==> config.mk <==
export PLATFORM = sky130hd
export DESIGN_NAME = intersection_phase_sequencer
export DESIGN_NICKNAME = d
export VERILOG_FILES = /design/src/isp_pkg.sv /design/src/isp_phase_ctrl.sv /design/src/isp_light.sv /design/src/intersection_phase_sequencer.sv
export SDC_FILE = /design/constraint.sdc
export NUM_CORES = 1
export LEC_CHECK = 0
export BUFFER_PORTS_ARGS = -buffer_cell sky130_fd_sc_hd__clkbuf_2
export CAP_MARGIN = 20
export CORE_ASPECT_RATIO = 1.2
export CORE_MARGIN = 3
export CORE_UTILIZATION = 57
export DETAILED_ROUTE_END_ITERATION = 16
export GPL_TIMING_DRIVEN = 0
export PLACE_DENSITY = 0.81
export SLEW_MARGIN = 20
export SYNTH_ARGS = -nofsm -noshare
export SYNTH_HDL_FRONTEND = slang
export SYNTH_HIERARCHICAL = 1
export SYNTH_SLANG_ARGS = --single-unit
==> constraint.sdc <==
create_clock -name clk_i -period 4.35 [get_ports clk_i]
set_clock_uncertainty 0.1 [all_clocks]
set_input_delay 0.2175 -clock clk_i [delete_from_list [all_inputs] [get_ports clk_i]]
set_output_delay 0.2175 -clock clk_i [all_outputs]
set_load 0.01 [all_outputs]
==> src/isp_pkg.sv <==
// ============================================================================
// isp_pkg
// Shared types, codes, phase target tables and duration lookup for the
// intersection phase sequencer.
// ============================================================================
package isp_pkg;

  localparam int unsigned MaxLights = 16;
  localparam int unsigned PhaseW    = 3;
  localparam int unsigned ElapsedW  = 13;
  localparam int unsigned DurW      = 12;
  localparam int unsigned TimerW    = 9;
  localparam int unsigned YellowW   = 8;

  localparam logic [PhaseW-1:0] PhMainLeft     = 3'd0;
  localparam logic [PhaseW-1:0] PhMainStraight = 3'd1;
  localparam logic [PhaseW-1:0] PhLast         = 3'd6;

  typedef enum logic [1:0] {
    OP_TICK    = 2'd0,
    OP_JUMP    = 2'd1,
    OP_REQUEST = 2'd2,
    OP_NOP     = 2'd3
  } opcode_e;

  typedef enum logic [1:0] {
    COL_RED    = 2'd0,
    COL_GREEN  = 2'd1,
    COL_YELLOW = 2'd2
  } color_e;

  typedef enum logic [2:0] {
    REG_YELLOW_TICKS  = 3'd0,
    REG_DUR_MAIN_LEFT = 3'd1,
    REG_DUR_MAIN_STR  = 3'd2,
    REG_DUR_MAIN_PED  = 3'd3,
    REG_DUR_SUB_LEFT  = 3'd4,
    REG_DUR_SUB_PED   = 3'd5,
    REG_DUR_ALL_PED   = 3'd6
  } reg_idx_e;

  typedef struct packed {
    logic [YellowW-1:0] yellow_ticks;
    logic [DurW-1:0]    dur_main_left;
    logic [DurW-1:0]    dur_main_straight;
    logic [DurW-1:0]    dur_main_ped;
    logic [DurW-1:0]    dur_sub_left;
    logic [DurW-1:0]    dur_sub_ped;
    logic [DurW-1:0]    dur_all_ped;
  } cfg_t;

  // Per-step commands broadcast from the phase controller to every light.
  typedef struct packed {
    logic                 tick;
    logic                 aim;
    logic [MaxLights-1:0] target;
  } light_ctrl_t;

  // Phase-side fields of the result, as they stand after the step.
  typedef struct packed {
    logic [PhaseW-1:0] phase;
    logic              changed;
    logic [PhaseW-1:0] pending;
  } phase_res_t;

  function automatic logic [MaxLights-1:0] phase_targets(input logic [PhaseW-1:0] p);
    logic [MaxLights-1:0] t;
    unique case (p)
      3'd0:    t = 16'hA8A8;
      3'd1:    t = 16'hC8C8;
      3'd2:    t = 16'h40A1;
      3'd3:    t = 16'h8A8A;
      3'd4:    t = 16'h8C8C;
      3'd5:    t = 16'h1414;
      3'd6:    t = 16'h1111;
      default: t = '0;
    endcase
    return t;
  endfunction

  // Phase four is a transit phase with no duration of its own.
  function automatic logic [DurW-1:0] phase_duration(input logic [PhaseW-1:0] p,
                                                     input cfg_t cfg);
    logic [DurW-1:0] d;
    unique case (p)
      3'd0:    d = cfg.dur_main_left;
      3'd1:    d = cfg.dur_main_straight;
      3'd2:    d = cfg.dur_main_ped;
      3'd3:    d = cfg.dur_sub_left;
      3'd5:    d = cfg.dur_sub_ped;
      3'd6:    d = cfg.dur_all_ped;
      default: d = '0;
    endcase
    return d;
  endfunction

endpackage

==> src/isp_phase_ctrl.sv <==
// ============================================================================
// isp_phase_ctrl
// Phase state: current phase, pending request, phase timer and length.
// Decides expiry and the next phase, and drives the light commands.
// ============================================================================
module isp_phase_ctrl (
  input  logic                      clk_i,
  input  logic                      rst_ni,
  input  logic                      accept_i,
  input  isp_pkg::opcode_e          opcode_i,
  input  logic [isp_pkg::PhaseW-1:0] phase_arg_i,
  input  isp_pkg::cfg_t             cfg_i,
  output isp_pkg::light_ctrl_t      ctrl_o,
  output isp_pkg::phase_res_t       res_o
);
  import isp_pkg::*;

  logic [PhaseW-1:0]   phase_q, phase_d;
  logic [PhaseW-1:0]   pending_q, pending_d;
  logic [ElapsedW-1:0] elapsed_q, elapsed_d;
  logic [DurW-1:0]     length_q, length_d;

  logic                is_tick, jump_ok, expire, taken;
  logic [PhaseW-1:0]   phase_j;
  logic [ElapsedW-1:0] elapsed_j;
  logic [DurW-1:0]     length_j;

  always_comb begin
    is_tick  = (opcode_i == OP_TICK) || (opcode_i == OP_JUMP);
    jump_ok  = (opcode_i == OP_JUMP) && (phase_arg_i <= PhLast);
    phase_j   = jump_ok ? phase_arg_i : phase_q;
    elapsed_j = jump_ok ? '0 : elapsed_q;
    length_j  = jump_ok ? phase_duration(phase_arg_i, cfg_i) : length_q;
    expire    = is_tick && (elapsed_j >= {1'b0, length_j});

    phase_d   = phase_j;
    pending_d = pending_q;
    elapsed_d = elapsed_j;
    length_d  = length_j;
    taken     = 1'b0;

    if (opcode_i == OP_REQUEST) begin
      pending_d = phase_arg_i;
    end

    if (expire) begin
      elapsed_d = '0;
      priority if (pending_q <= PhMainStraight) begin
        phase_d = (phase_j == PhMainStraight) ? PhMainLeft : PhMainStraight;
      end else if (pending_q <= PhLast) begin
        phase_d   = pending_q;
        pending_d = '0;
        taken     = 1'b1;
      end else begin
        // A request beyond the last phase keeps the phase and stays pending.
        phase_d = phase_j;
      end
      length_d = phase_duration(phase_d, cfg_i);
    end

    if (is_tick && (elapsed_d != {ElapsedW{1'b1}})) begin
      elapsed_d = elapsed_d + ElapsedW'(1);
    end
  end

  always_ff @(posedge clk_i or negedge rst_ni) begin
    if (!rst_ni) begin
      phase_q   <= PhMainLeft;
      pending_q <= '0;
      elapsed_q <= '0;
      length_q  <= '0;
    end else if (accept_i) begin
      phase_q   <= phase_d;
      pending_q <= pending_d;
      elapsed_q <= elapsed_d;
      length_q  <= length_d;
    end
  end

  assign ctrl_o.tick   = is_tick;
  assign ctrl_o.aim    = expire;
  assign ctrl_o.target = phase_targets(phase_d);

  assign res_o.phase   = phase_d;
  assign res_o.changed = taken;
  assign res_o.pending = pending_d;

endmodule

==> src/isp_light.sv <==
// ============================================================================
// isp_light
// One light lane: on/off state, color, transition flag and transition timer.
// ============================================================================
module isp_light #(
  parameter logic RST_CHANGING = 1'b0
) (
  input  logic                         clk_i,
  input  logic                         rst_ni,
  input  logic                         accept_i,
  input  logic                         tick_i,
  input  logic                         aim_i,
  input  logic                         target_i,
  input  logic [isp_pkg::YellowW-1:0]  yellow_ticks_i,
  output isp_pkg::color_e              color_o
);
  import isp_pkg::*;

  color_e            color_q, color_d;
  logic              on_q, on_d;
  logic              changing_q, changing_d;
  logic [TimerW-1:0] timer_q, timer_d;

  logic [TimerW-1:0] timer_inc;
  logic [TimerW:0]   green_at;

  assign green_at  = {2'b00, yellow_ticks_i} + (TimerW+1)'(2);
  assign timer_inc = (timer_q == {TimerW{1'b1}}) ? timer_q : timer_q + TimerW'(1);

  always_comb begin
    color_d    = color_q;
    on_d       = on_q;
    changing_d = changing_q;
    timer_d    = timer_q;

    // A light already moving toward the target state ignores the re-aim.
    if (aim_i && (on_q != target_i)) begin
      changing_d = 1'b1;
      if (on_q) begin
        color_d = COL_YELLOW;
      end
    end

    if (tick_i && changing_d) begin
      timer_d = timer_inc;
      priority if ((timer_inc >= {1'b0, yellow_ticks_i}) && (color_d == COL_YELLOW)) begin
        on_d       = 1'b0;
        color_d    = COL_RED;
        timer_d    = '0;
        changing_d = 1'b0;
      end else if ({1'b0, timer_inc} >= green_at) begin
        on_d       = 1'b1;
        color_d    = COL_GREEN;
        timer_d    = '0;
        changing_d = 1'b0;
      end else begin
        timer_d = timer_inc;
      end
    end
  end

  always_ff @(posedge clk_i or negedge rst_ni) begin
    if (!rst_ni) begin
      color_q    <= COL_RED;
      on_q       <= 1'b0;
      changing_q <= RST_CHANGING;
      timer_q    <= '0;
    end else if (accept_i) begin
      color_q    <= color_d;
      on_q       <= on_d;
      changing_q <= changing_d;
      timer_q    <= timer_d;
    end
  end

  assign color_o = color_d;

endmodule

==> src/intersection_phase_sequencer.sv <==
// ============================================================================
// intersection_phase_sequencer
// Seven-phase intersection sequencer driving up to sixteen lights, with an
// APB register port for the yellow time and the phase durations.
// ============================================================================
// Latency: a result is valid in the cycle after its item is accepted.
// Throughput: one item per cycle while m_axis_tready_i is high; the only storage
// between items is the phase state, the light lanes and a single result register.
// Reset (rst_ni low, asynchronous): phase 0, no request, all lights red,
// phase-0 lights already moving toward green, registers at their defaults.
// ============================================================================
module intersection_phase_sequencer #(
  parameter int unsigned NUM_LIGHTS = 16
) (
  input  logic        clk_i,
  input  logic        rst_ni,

  // Input items.
  input  logic        s_axis_tvalid_i,
  output logic        s_axis_tready_o,
  input  logic [7:0]  s_axis_tdata_i,   // [2:0] phase_arg, [7:3] zero
  input  logic [1:0]  s_axis_tuser_i,   // [1:0] opcode

  // Result items.
  output logic        m_axis_tvalid_o,
  input  logic        m_axis_tready_i,
  output logic [55:0] m_axis_tdata_o,   // [2:0] phase, [3] phase_changed,
                                        // [6:4] pending_phase, [22:7] red_mask,
                                        // [38:23] green_mask, [54:39] yellow_mask,
                                        // [55] zero

  // Register port.
  input  logic        psel_i,
  input  logic        penable_i,
  input  logic        pwrite_i,
  input  logic [4:0]  paddr_i,
  input  logic [31:0] pwdata_i,
  output logic [31:0] prdata_o,
  output logic        pready_o
);
  import isp_pkg::*;

  // --------------------------------------------------------------------------
  // Configuration registers. Register i lives at byte address 4*i; addresses
  // past the last register read as zero and ignore writes.
  // --------------------------------------------------------------------------
  cfg_t     cfg_q;
  reg_idx_e reg_idx;
  logic     cfg_write;

  assign pready_o  = 1'b1;
  assign reg_idx   = reg_idx_e'(paddr_i[4:2]);
  assign cfg_write = psel_i && penable_i && pwrite_i && pready_o;

  always_ff @(posedge clk_i or negedge rst_ni) begin
    if (!rst_ni) begin
      cfg_q.yellow_ticks      <= 8'd3;
      cfg_q.dur_main_left     <= 12'd20;
      cfg_q.dur_main_straight <= 12'd30;
      cfg_q.dur_main_ped      <= 12'd15;
      cfg_q.dur_sub_left      <= 12'd15;
      cfg_q.dur_sub_ped       <= 12'd15;
      cfg_q.dur_all_ped       <= 12'd20;
    end else if (cfg_write) begin
      unique case (reg_idx)
        REG_YELLOW_TICKS:  cfg_q.yellow_ticks      <= pwdata_i[YellowW-1:0];
        REG_DUR_MAIN_LEFT: cfg_q.dur_main_left     <= pwdata_i[DurW-1:0];
        REG_DUR_MAIN_STR:  cfg_q.dur_main_straight <= pwdata_i[DurW-1:0];
        REG_DUR_MAIN_PED:  cfg_q.dur_main_ped      <= pwdata_i[DurW-1:0];
        REG_DUR_SUB_LEFT:  cfg_q.dur_sub_left      <= pwdata_i[DurW-1:0];
        REG_DUR_SUB_PED:   cfg_q.dur_sub_ped       <= pwdata_i[DurW-1:0];
        REG_DUR_ALL_PED:   cfg_q.dur_all_ped       <= pwdata_i[DurW-1:0];
        default: ;
      endcase
    end
  end

  always_comb begin
    unique case (reg_idx)
      REG_YELLOW_TICKS:  prdata_o = 32'(cfg_q.yellow_ticks);
      REG_DUR_MAIN_LEFT: prdata_o = 32'(cfg_q.dur_main_left);
      REG_DUR_MAIN_STR:  prdata_o = 32'(cfg_q.dur_main_straight);
      REG_DUR_MAIN_PED:  prdata_o = 32'(cfg_q.dur_main_ped);
      REG_DUR_SUB_LEFT:  prdata_o = 32'(cfg_q.dur_sub_left);
      REG_DUR_SUB_PED:   prdata_o = 32'(cfg_q.dur_sub_ped);
      REG_DUR_ALL_PED:   prdata_o = 32'(cfg_q.dur_all_ped);
      default:           prdata_o = '0;
    endcase
  end

  // --------------------------------------------------------------------------
  // Handshake. The result register decouples the two sides: a new item is
  // taken whenever the register is empty or is being emptied this cycle.
  // --------------------------------------------------------------------------
  logic accept;
  logic out_valid_q, out_valid_d;
  logic [55:0] out_data_q, out_data_d;

  assign s_axis_tready_o = !out_valid_q || m_axis_tready_i;
  assign accept          = s_axis_tvalid_i && s_axis_tready_o;

  // --------------------------------------------------------------------------
  // Phase controller and the light lanes. Both update their state on every
  // accepted item and expose the post-step values for the result.
  // --------------------------------------------------------------------------
  light_ctrl_t ctrl;
  phase_res_t  pres;

  isp_phase_ctrl u_phase (
    .clk_i       (clk_i),
    .rst_ni      (rst_ni),
    .accept_i    (accept),
    .opcode_i    (opcode_e'(s_axis_tuser_i)),
    .phase_arg_i (s_axis_tdata_i[PhaseW-1:0]),
    .cfg_i       (cfg_q),
    .ctrl_o      (ctrl),
    .res_o       (pres)
  );

  logic [MaxLights-1:0] red_d, green_d, yellow_d;
  localparam logic [MaxLights-1:0] RstTargets = 16'hA8A8;

  for (genvar i = 0; i < MaxLights; i++) begin : g_light
    if (i < NUM_LIGHTS) begin : g_used
      color_e color;

      isp_light #(
        .RST_CHANGING (RstTargets[i])
      ) u_light (
        .clk_i          (clk_i),
        .rst_ni         (rst_ni),
        .accept_i       (accept),
        .tick_i         (ctrl.tick),
        .aim_i          (ctrl.aim),
        .target_i       (ctrl.target[i]),
        .yellow_ticks_i (cfg_q.yellow_ticks),
        .color_o        (color)
      );

      assign red_d[i]    = (color == COL_RED);
      assign green_d[i]  = (color == COL_GREEN);
      assign yellow_d[i] = (color == COL_YELLOW);
    end else begin : g_unused
      assign red_d[i]    = 1'b0;
      assign green_d[i]  = 1'b0;
      assign yellow_d[i] = 1'b0;
    end
  end

  // --------------------------------------------------------------------------
  // Result register.
  // --------------------------------------------------------------------------
  assign out_data_d = {1'b0, yellow_d, green_d, red_d, pres.pending, pres.changed, pres.phase};

  always_comb begin
    priority if (accept) begin
      out_valid_d = 1'b1;
    end else if (m_axis_tready_i) begin
      out_valid_d = 1'b0;
    end else begin
      out_valid_d = out_valid_q;
    end
  end

  always_ff @(posedge clk_i or negedge rst_ni) begin
    if (!rst_ni) begin
      out_valid_q <= 1'b0;
    end else begin
      out_valid_q <= out_valid_d;
    end
  end

  always_ff @(posedge clk_i) begin
    if (accept) begin
      out_data_q <= out_data_d;
    end
  end

  assign m_axis_tvalid_o = out_valid_q;
  assign m_axis_tdata_o  = out_data_q;

  // --------------------------------------------------------------------------
  // Assertions.
  // --------------------------------------------------------------------------
  // Every accepted item produces a result in the next cycle.
  a_accept_to_result : assert property (@(posedge clk_i) disable iff (!rst_ni)
    accept |=> out_valid_q)
    else $error("accepted item did not produce a result");

  // A light never shows two colors at once.
  a_colors_exclusive : assert property (@(posedge clk_i) disable iff (!rst_ni)
    out_valid_q |-> (((out_data_q[22:7] & out_data_q[38:23]) == '0) &&
                     ((out_data_q[22:7] & out_data_q[54:39]) == '0) &&
                     ((out_data_q[38:23] & out_data_q[54:39]) == '0)))
    else $error("light shows more than one color");

  // The reported phase is always one of the seven phases.
  a_phase_range : assert property (@(posedge clk_i) disable iff (!rst_ni)
    out_valid_q |-> (out_data_q[2:0] <= PhLast))
    else $error("phase out of range");

  // Taking a request clears it.
  a_taken_clears : assert property (@(posedge clk_i) disable iff (!rst_ni)
    (out_valid_q && out_data_q[3]) |-> (out_data_q[6:4] == '0))
    else $error("request taken but still pending");

endmodule
==> flow_summary.toml, run 1 <==
[place]
dp_hpwl_mm = 54.8
gp_congestion = 0.930
port_buffers = 94

[clock_network]
cts_tree = "yes"
clk_latency_ns = 0.60
clkSinkCount = 375
htree_levels = 2
path_clk_slew_ns = 0.06
cts_buffers = 44
cts_root_buffer = "clkbuf_16"
cts_buffer_depth = 3

[die]
die_h_microns = 259
die_w_microns = 216
pin_count = 145
start_util_pct = 58.2
die_area_sq_um = 56000
rows = 91
core_area_sq_um = 52000

[setup_path]
regToRegSetupSlack_ns = -0.42
rr_worst_depth = 21
r2r_start = "cfg_q[62]"
r2r-end = "g_light[9].g_used.u_light/timer_q[0]"
critPathKind = "reg2reg"
cp-startpoint = "cfg_q[62]"
required_ns = 4.77
worstPathArrival_ns = 5.19
start_kind = "flip-flop"
end_kind = "flip-flop"
critPathCapture = "g_light[9].g_used.u_light/timer_q[0]"
worstPathMaxFanout = 4

[global_routing]
overflow = 0
grt_pass1_vias = 27800
grt_pass1_wl_mm = 138
grt_max_degree = 88
antenna_found_initial = 3
grtUsageTotal_pct = 29.5

[pwr]
power.density_nw_per_um2 = 501
p_leak_nw = 16.0
p_total_mw = 18.3
peakVddDrop_v = 0.000313

[routing]
wl_per_cell_microns = 19.4
drtPass1Iterations = 6
drt-total-wl_mm = 86.2
via_per_inst = 6.33
drc = 0
dr_total_vias = 28200
ant_nets = 0
first_iter_violations = 2603

[synth]
async_reset_ff_share_pct = 85.3
synthTopCellsByArea = "dfrtp_1, ha_1, edfxtp_1, a21oi_1, mux2_2"
synthCells = 3392
ys_seq_area_share_pct = 32.0
synth_flop_cell = "dfrtp_1"
yosys.area.top_type = "dfrtp_1"
yosysUniqueCellTypes = 102
ys_seq_elements = 375
synth_edf_count = 55
avgSynthCellArea_sq_um = 8.93
syn_area_sq_um = 30300
yosysWarnings = 6
synth_top_area_share_pct = 24.1

[run]
maxCapViolCount = 0

[sta]
tightestPinTransition_ns = 0.979
slew_headroom_pct = 33.9
fin_tns_setup_ns = -43.07
setup_ws_ns = -0.419
slew_violations = 0
rsz0062_at_grt = "yes"
fin_crit_sh_pct = 110
hold-worst-slack_ns = 0.0629
fin_crit_ns = 4.77
clock.fmax_mhz = 210
setup_viol = 230
finalHoldViolations = 0

[hold_path]
min_path_type = "in2reg"
min_from = "paddr_i[3]"

[layout]
drive_above_1_share_pct = 25.4
register_area_sq_um = 9720
areaGrowthSynthToFinish_pct = 20.4
nets = 4073
fillers = 3772
multi_input_area_sq_um = 20800

[outcome]
failed_checks = "negative setup slack"
status = "finished, violations left"
## stage by stage
step                      setup WS, ns  utilization [%]  std cells  cell area [sq um]
after floorplan                -0.0172                -       3412              30500
after global placement           -4.37             61.1       4203              31800
after detailed placement         -1.57             61.7       4213              32100
after CTS                       -0.241             68.9       4426              35800
after global routing            -0.565             70.1       4452              36500
final                           -0.419             70.1       4453              36500
## timing repair
| action | 4_1_cts | 5_1_grt |
|---|---|---|
| endpoints found under the hold margin | 145 | 0 |
| hold buffers | 16 | 0 |
| endpoints found under the setup margin | 256 | 262 |
| setup buffers | 122 | 28 |
| cloned | 2 | 1 |
| pin swaps | 94 | 48 |
| gates resized for setup | 291 | 97 |
## cells in the mapped netlist, drive strengths merged (8+ instances only)
cell     count
o211ai      23
and4        11
a31oi       80
a22o        29
and2        92
or3         26
nand2b      35
ha         301
a21o        40
a31o        32
o31ai       19
a41o        12
mux2       112
nand3      137
o21a        30
nor2b       80
o22ai       23
nor2       252
a311oi       9
xor2        28
mux4        13
a211oi      28
clkbuf      36
and3        50
o2bb2ai     21
nand4b      10
a21oi      317
a32o         8
edfxtp      55
dfrtp      292
mux2i       26
a22oi       21
or2         25
o22a        18
nor3        60
o21ai      188
dfstp       28
buf         68
nor4        10
a221oi      13
nand2      299
inv        189
xnor2      137
nand4       53
## layout by cell type, fill, tap and decap left out, types with 26 or more instances in the layout
master / Yosys / final
a21o_1: 39 / 39
nor2b_1: 68 / 60
buf_6: 6 / 35
clkbuf_16: 0 / 46
a31oi_1: 79 / 69
nand2b_1: 28 / 28
dfstp_2: 28 / 27
nand3_1: 136 / 136
nor2_2: 8 / 26
inv_1: 187 / 186
nand2_1: 284 / 270
clkbuf_1: 34 / 31
nor2_1: 244 / 211
ha_1: 301 / 301
and3_1: 48 / 48
nor3_1: 43 / 41
and2_4: 16 / 57
o21ai_1: 44 / 54
a21oi_1: 316 / 275
a21oi_2: 1 / 33
clkbuf_2: 1 / 96
buf_4: 34 / 154
dfrtp_1: 292 / 286
o21ai_0: 143 / 120
nand4_1: 46 / 46
a22o_1: 29 / 29
mux2_2: 112 / 112
xnor2_1: 137 / 137
edfxtp_1: 55 / 55
## registers in the layout (all words and copies together) (netlist names)
signal,cells
g_light.g_used.u_light/timer_q,144
cfg_q,80
m_axis_tdata_o,55
g_light.g_used.u_light/color_q,32
g_light.g_used.u_light/changing_q,16
g_light.g_used.u_light/on_q,16
u_phase/elapsed_q,13
u_phase/length_q,12
u_phase/pending_q,3
u_phase/phase_q,3
m_axis_tvalid_o,1
## per-layer routing
metal | global-route usage (%) | vias to the layer above | share of wire, %
li1 | - | 13000 | -
met1 | 36.8 | 13600 | 39
met2 | 50.2 | 1236 | 49
met3 | 4.25 | 317 | 6.8
met4 | 14.2 | 0 | 5.1
met5 | 0 | - | 0
## worst min path at each step
stage	slack (ns)	end	cells past startpoint
after floorplan	-0.18	cfg_q[0]	0
after global placement	0.32	m_axis_tvalid_o	2
after detailed placement	0.16	g_light[0].g_used.u_light/timer_q[8]	1
after CTS	0.02	cfg_q[59]	4
after global routing	0.08	cfg_q[71]	3
final	0.06	cfg_q[48]	4
## critical path, cell delays in order (launching register included)
cell and delay, ns:
dfstp_2 0.55, mux4_2 0.25, nor2_2 0.04, a211oi_2 0.27, a21oi_2 0.07, ha_1 0.33
nand2_2 0.08, o21ai_4 0.17, a31oi_4 0.12, o311ai_4 0.44, buf_12 0.16, mux2i_4 0.33
nand2_4 0.13, nor2_4 0.23, buf_6 0.16, xor2_2 0.13, and2_4 0.18, o211ai_1 0.10
buf_4 0.20, or3_4 0.33, a211oi_2 0.22, a21o_1 0.12
## logic make-up after synthesis
kind of cell,after synthesis,share of synthesized area (%)
xor+xnor,165,4.77
mux,151,5.99
buf+inv,293,4.33
flops,375,32.0
compound gates,946,20.2
fa+ha+maj,301,12.4
other cells,2,0.0248
simple gates,1159,20.2
## report_power, final
group	internal (mW)	switching [mW]	total [mW]	leakage, nW
Clock	2.34	1.58	3.91	0.735
Sequential	4.53	1.06	5.59	4.60
Combinational	3.71	5.07	8.78	10.7
Total	10.6	7.71	18.3	16.0
## cell type report
cell class / instances / area share, %
Clock inverter: 23 / 0.737
Timing Repair Buffer: 269 / 5.99
Buffer: 95 / 1.81
Antenna cell: 3 / 0.0206
Tap cell: 697 / 2.39
Clock buffer: 58 / 3.36
Multi-Input combinational cell: 2744 / 57.1
Sequential cell: 375 / 26.6
Inverter: 189 / 1.96
(Power assumes the default switching activity.)
==> run 2, diff against run 1 <==
--- a/config.mk
+++ b/config.mk
@@ -9,10 +9,11 @@
 export CAP_MARGIN = 20
 export CORE_ASPECT_RATIO = 1.2
 export CORE_MARGIN = 3
-export CORE_UTILIZATION = 57
+export CORE_UTILIZATION = 65
 export DETAILED_ROUTE_END_ITERATION = 16
 export GPL_TIMING_DRIVEN = 0
-export PLACE_DENSITY = 0.81
+export PLACE_DENSITY = 0.87
+export RECOVER_POWER = 50
 export SLEW_MARGIN = 20
 export SYNTH_ARGS = -nofsm -noshare
 export SYNTH_HDL_FRONTEND = slang
==> constraint.sdc (replaced) <==
create_clock -name clk_i -period 5.55 [get_ports clk_i]
set_clock_uncertainty 0.1 [all_clocks]
set_input_delay 0.2775 -clock clk_i [delete_from_list [all_inputs] [get_ports clk_i]]
set_output_delay 0.2775 -clock clk_i [all_outputs]
set_load 0.01 [all_outputs]
==> run 2 against run 1 <==
  * Worst setup slack better by 0.61 ns
  * Count of clock-buffer cells in the layout increased by 1
  * Critical path type is now in2reg
  * The run ends with max-capacitance violations, max-slew violations left
  * Die area down 12%
  * Highest routed layer unchanged
==> flow_summary.toml, run 2 (synthesis gave the netlist of run 1 again) <==
[outcome]
status = "finished, violations left"
failed_checks = "max-capacitance violations, max-slew violations"

[routing]
drt-total-wl_mm = 78.8
ant_nets = 0
drtPass1Iterations = 6
dr_total_vias = 27300
via_per_inst = 6.46
first_iter_violations = 2426
drc = 0
wl_per_cell_microns = 18.6

[die]
core_area_sq_um = 45900
rows = 86
start_util_pct = 65.9
pin_count = 145
die_area_sq_um = 49300
die_w_microns = 203
die_h_microns = 243

[pwr]
power.density_nw_per_um2 = 387
peakVddDrop_v = 0.000328
p_leak_nw = 14.8
p_total_mw = 12.9

[setup_path]
start_kind = "input pin"
crit_path_top_delay_cell = "o311ai_4"
cp-startpoint = "s_axis_tdata_i[0]"
cpLargestDelayFamily = "compound AO/OA/AOI/OAI gates"
end_kind = "flip-flop"
path_cells = "clkbuf_2 > buf_4 > nor2b_1 > clkbuf_4 > a22oi_1 > a211oi_1 > a21oi_1 > ha_1 > nand2_1 > o21ai_0 > a31oi_1 > o311ai_4 > buf_6 > buf_6 > o22ai_1 > nor2_2 > buf_4 > xor2_1 > a21oi_1 > nor2b_2 > and2_1 > buf_2 > o211ai_1 > o21ai_0"
crit_buf_inv = 7
required_ns = 5.95
worstPathArrival_ns = 5.76
worst_path_largest_cell_delay_ns = 0.55
r2r_start = "cfg_q[26]"
critPathKind = "in2reg"
worstPathMaxFanout = 10

[clock_network]
cts_buffer_depth = 3
cts_tree = "yes"
clk_latency_ns = 0.58
path_clk_slew_ns = 0.06
clkSinkCount = 375
cts_root_buffer = "clkbuf_16"
htree_levels = 2
cts_buffers = 41

[global_routing]
grt_pass1_wl_mm = 130
grt_max_degree = 93
use_met1_pct = 38.5
grt_pass1_vias = 26800
grt_use_met3_pct = 5.42
antenna_found_initial = 0
use_met2_pct = 52.8
grtUsageTotal_pct = 31.4
busiest_layer = "met2"
overflow = 0

[place]
gp_congestion = 1.00
dp.cells = 4130
port_buffers = 94
dp_hpwl_mm = 54.4
pre_cts_ws_ns = -1.01
place_area_sq_um = 31800

[layout]
nets = 3937
areaGrowthSynthToFinish_pct = 10.1
layout_common_cells = "a21oi_1, ha_1, dfrtp_1, nand2_1, nor2_1"
drive_above_1_share_pct = 14.3
final_common_cell = "a21oi_1"
fin_cells = 4231
regMostFlops = "g_light.g_used.u_light/timer_q"
largest_register_ffs = 144
final_util_pct = 72.6
fillers = 3375
fin_area_sq_um = 33400

[sta]
hold-worst-slack_ns = 0.0629
finalHoldViolations = 0
tightestPinTransition_ns = 3.72
setup_viol = 0
fin_tns_setup_ns = 0
setup_ws_ns = 0.191
fin_crit_ns = 5.36
clock.fmax_mhz = 187
slew_violations = 63
slew_headroom_pct = -148
fin_crit_sh_pct = 96.6

[run]
maxCapViolCount = 1

[hold_path]
min_path_type = "in2reg"
min_from = "s_axis_tuser_i[1]"
[run 2: cell count changes in the layout (fill, tap and decap cells not counted), moves of 40 or more]
cell | before | now
a21oi_1 | 275 | 315
clkbuf_2 | 96 | 37
and2_1 | 25 | 65
clkbuf_1 | 31 | 113
buf_4 | 154 | 41
and2_4 | 57 | 16
[run 2: path summary, 6_finish.rpt]
kind,to,slack (ns),depth (start not counted)
max reg2reg,g_light[12].g_used.u_light/timer_q[2],0.21,21
max in group asynchronous,cfg_q[78],0.86,4
max,g_light[12].g_used.u_light/timer_q[2],0.19,24
min reg2reg,g_light[4].g_used.u_light/changing_q,0.41,2
min in group asynchronous,g_light[4].g_used.u_light/timer_q[5],1.44,2
min,u_phase/elapsed_q[0],0.06,4
[run 2: final cells by class]
class	count	area, sq um	area share, %
clock buffers	59	1170	3.49
flip-flops and latches	375	9720	29.1
multi-input cells	2744	19500	58.3
well taps	616	771	2.31
inverters	189	709	2.13
clock inverters	16	161	0.484
diodes	1	2.50	0.00750
plain buffers	104	593	1.78
repair buffers	127	792	2.37
[run 2: worst min-delay path, cell delays in order]
cell	delay, ns
clkbuf_2	0.17
nor2_1	0.10
nor2_1	0.10
a21oi_1	0.05
[run 2: what timing repair did]
| item | 4_1_cts | 5_1_grt |
|---|---|---|
| hold buffers | 15 | 0 |
| resized for setup | 3 | 27 |
| endpoints found under the setup margin | 57 | 172 |
| cloned | 0 | 0 |
| pin swaps | 0 | 3 |
| setup buffers | 3 | 7 |
| endpoints found under the hold margin | 142 | 0 |
[run 2: layer usage]
| metal | up-vias | wire length, microns |
|---|---|---|
| met5 | - | 0 |
| met4 | 0 | 4300 |
| met3 | 340 | 5430 |
| met2 | 1199 | 37800 |
| met1 | 13000 | 31300 |
| li1 | 12800 | - |
[run 2: power breakdown]
| part | switching, mW | internal (mW) | total, mW |
|---|---|---|---|
| logic | 3.38 | 2.36 | 5.74 |
| clock network | 1.17 | 1.60 | 2.78 |
| registers | 0.848 | 3.54 | 4.39 |
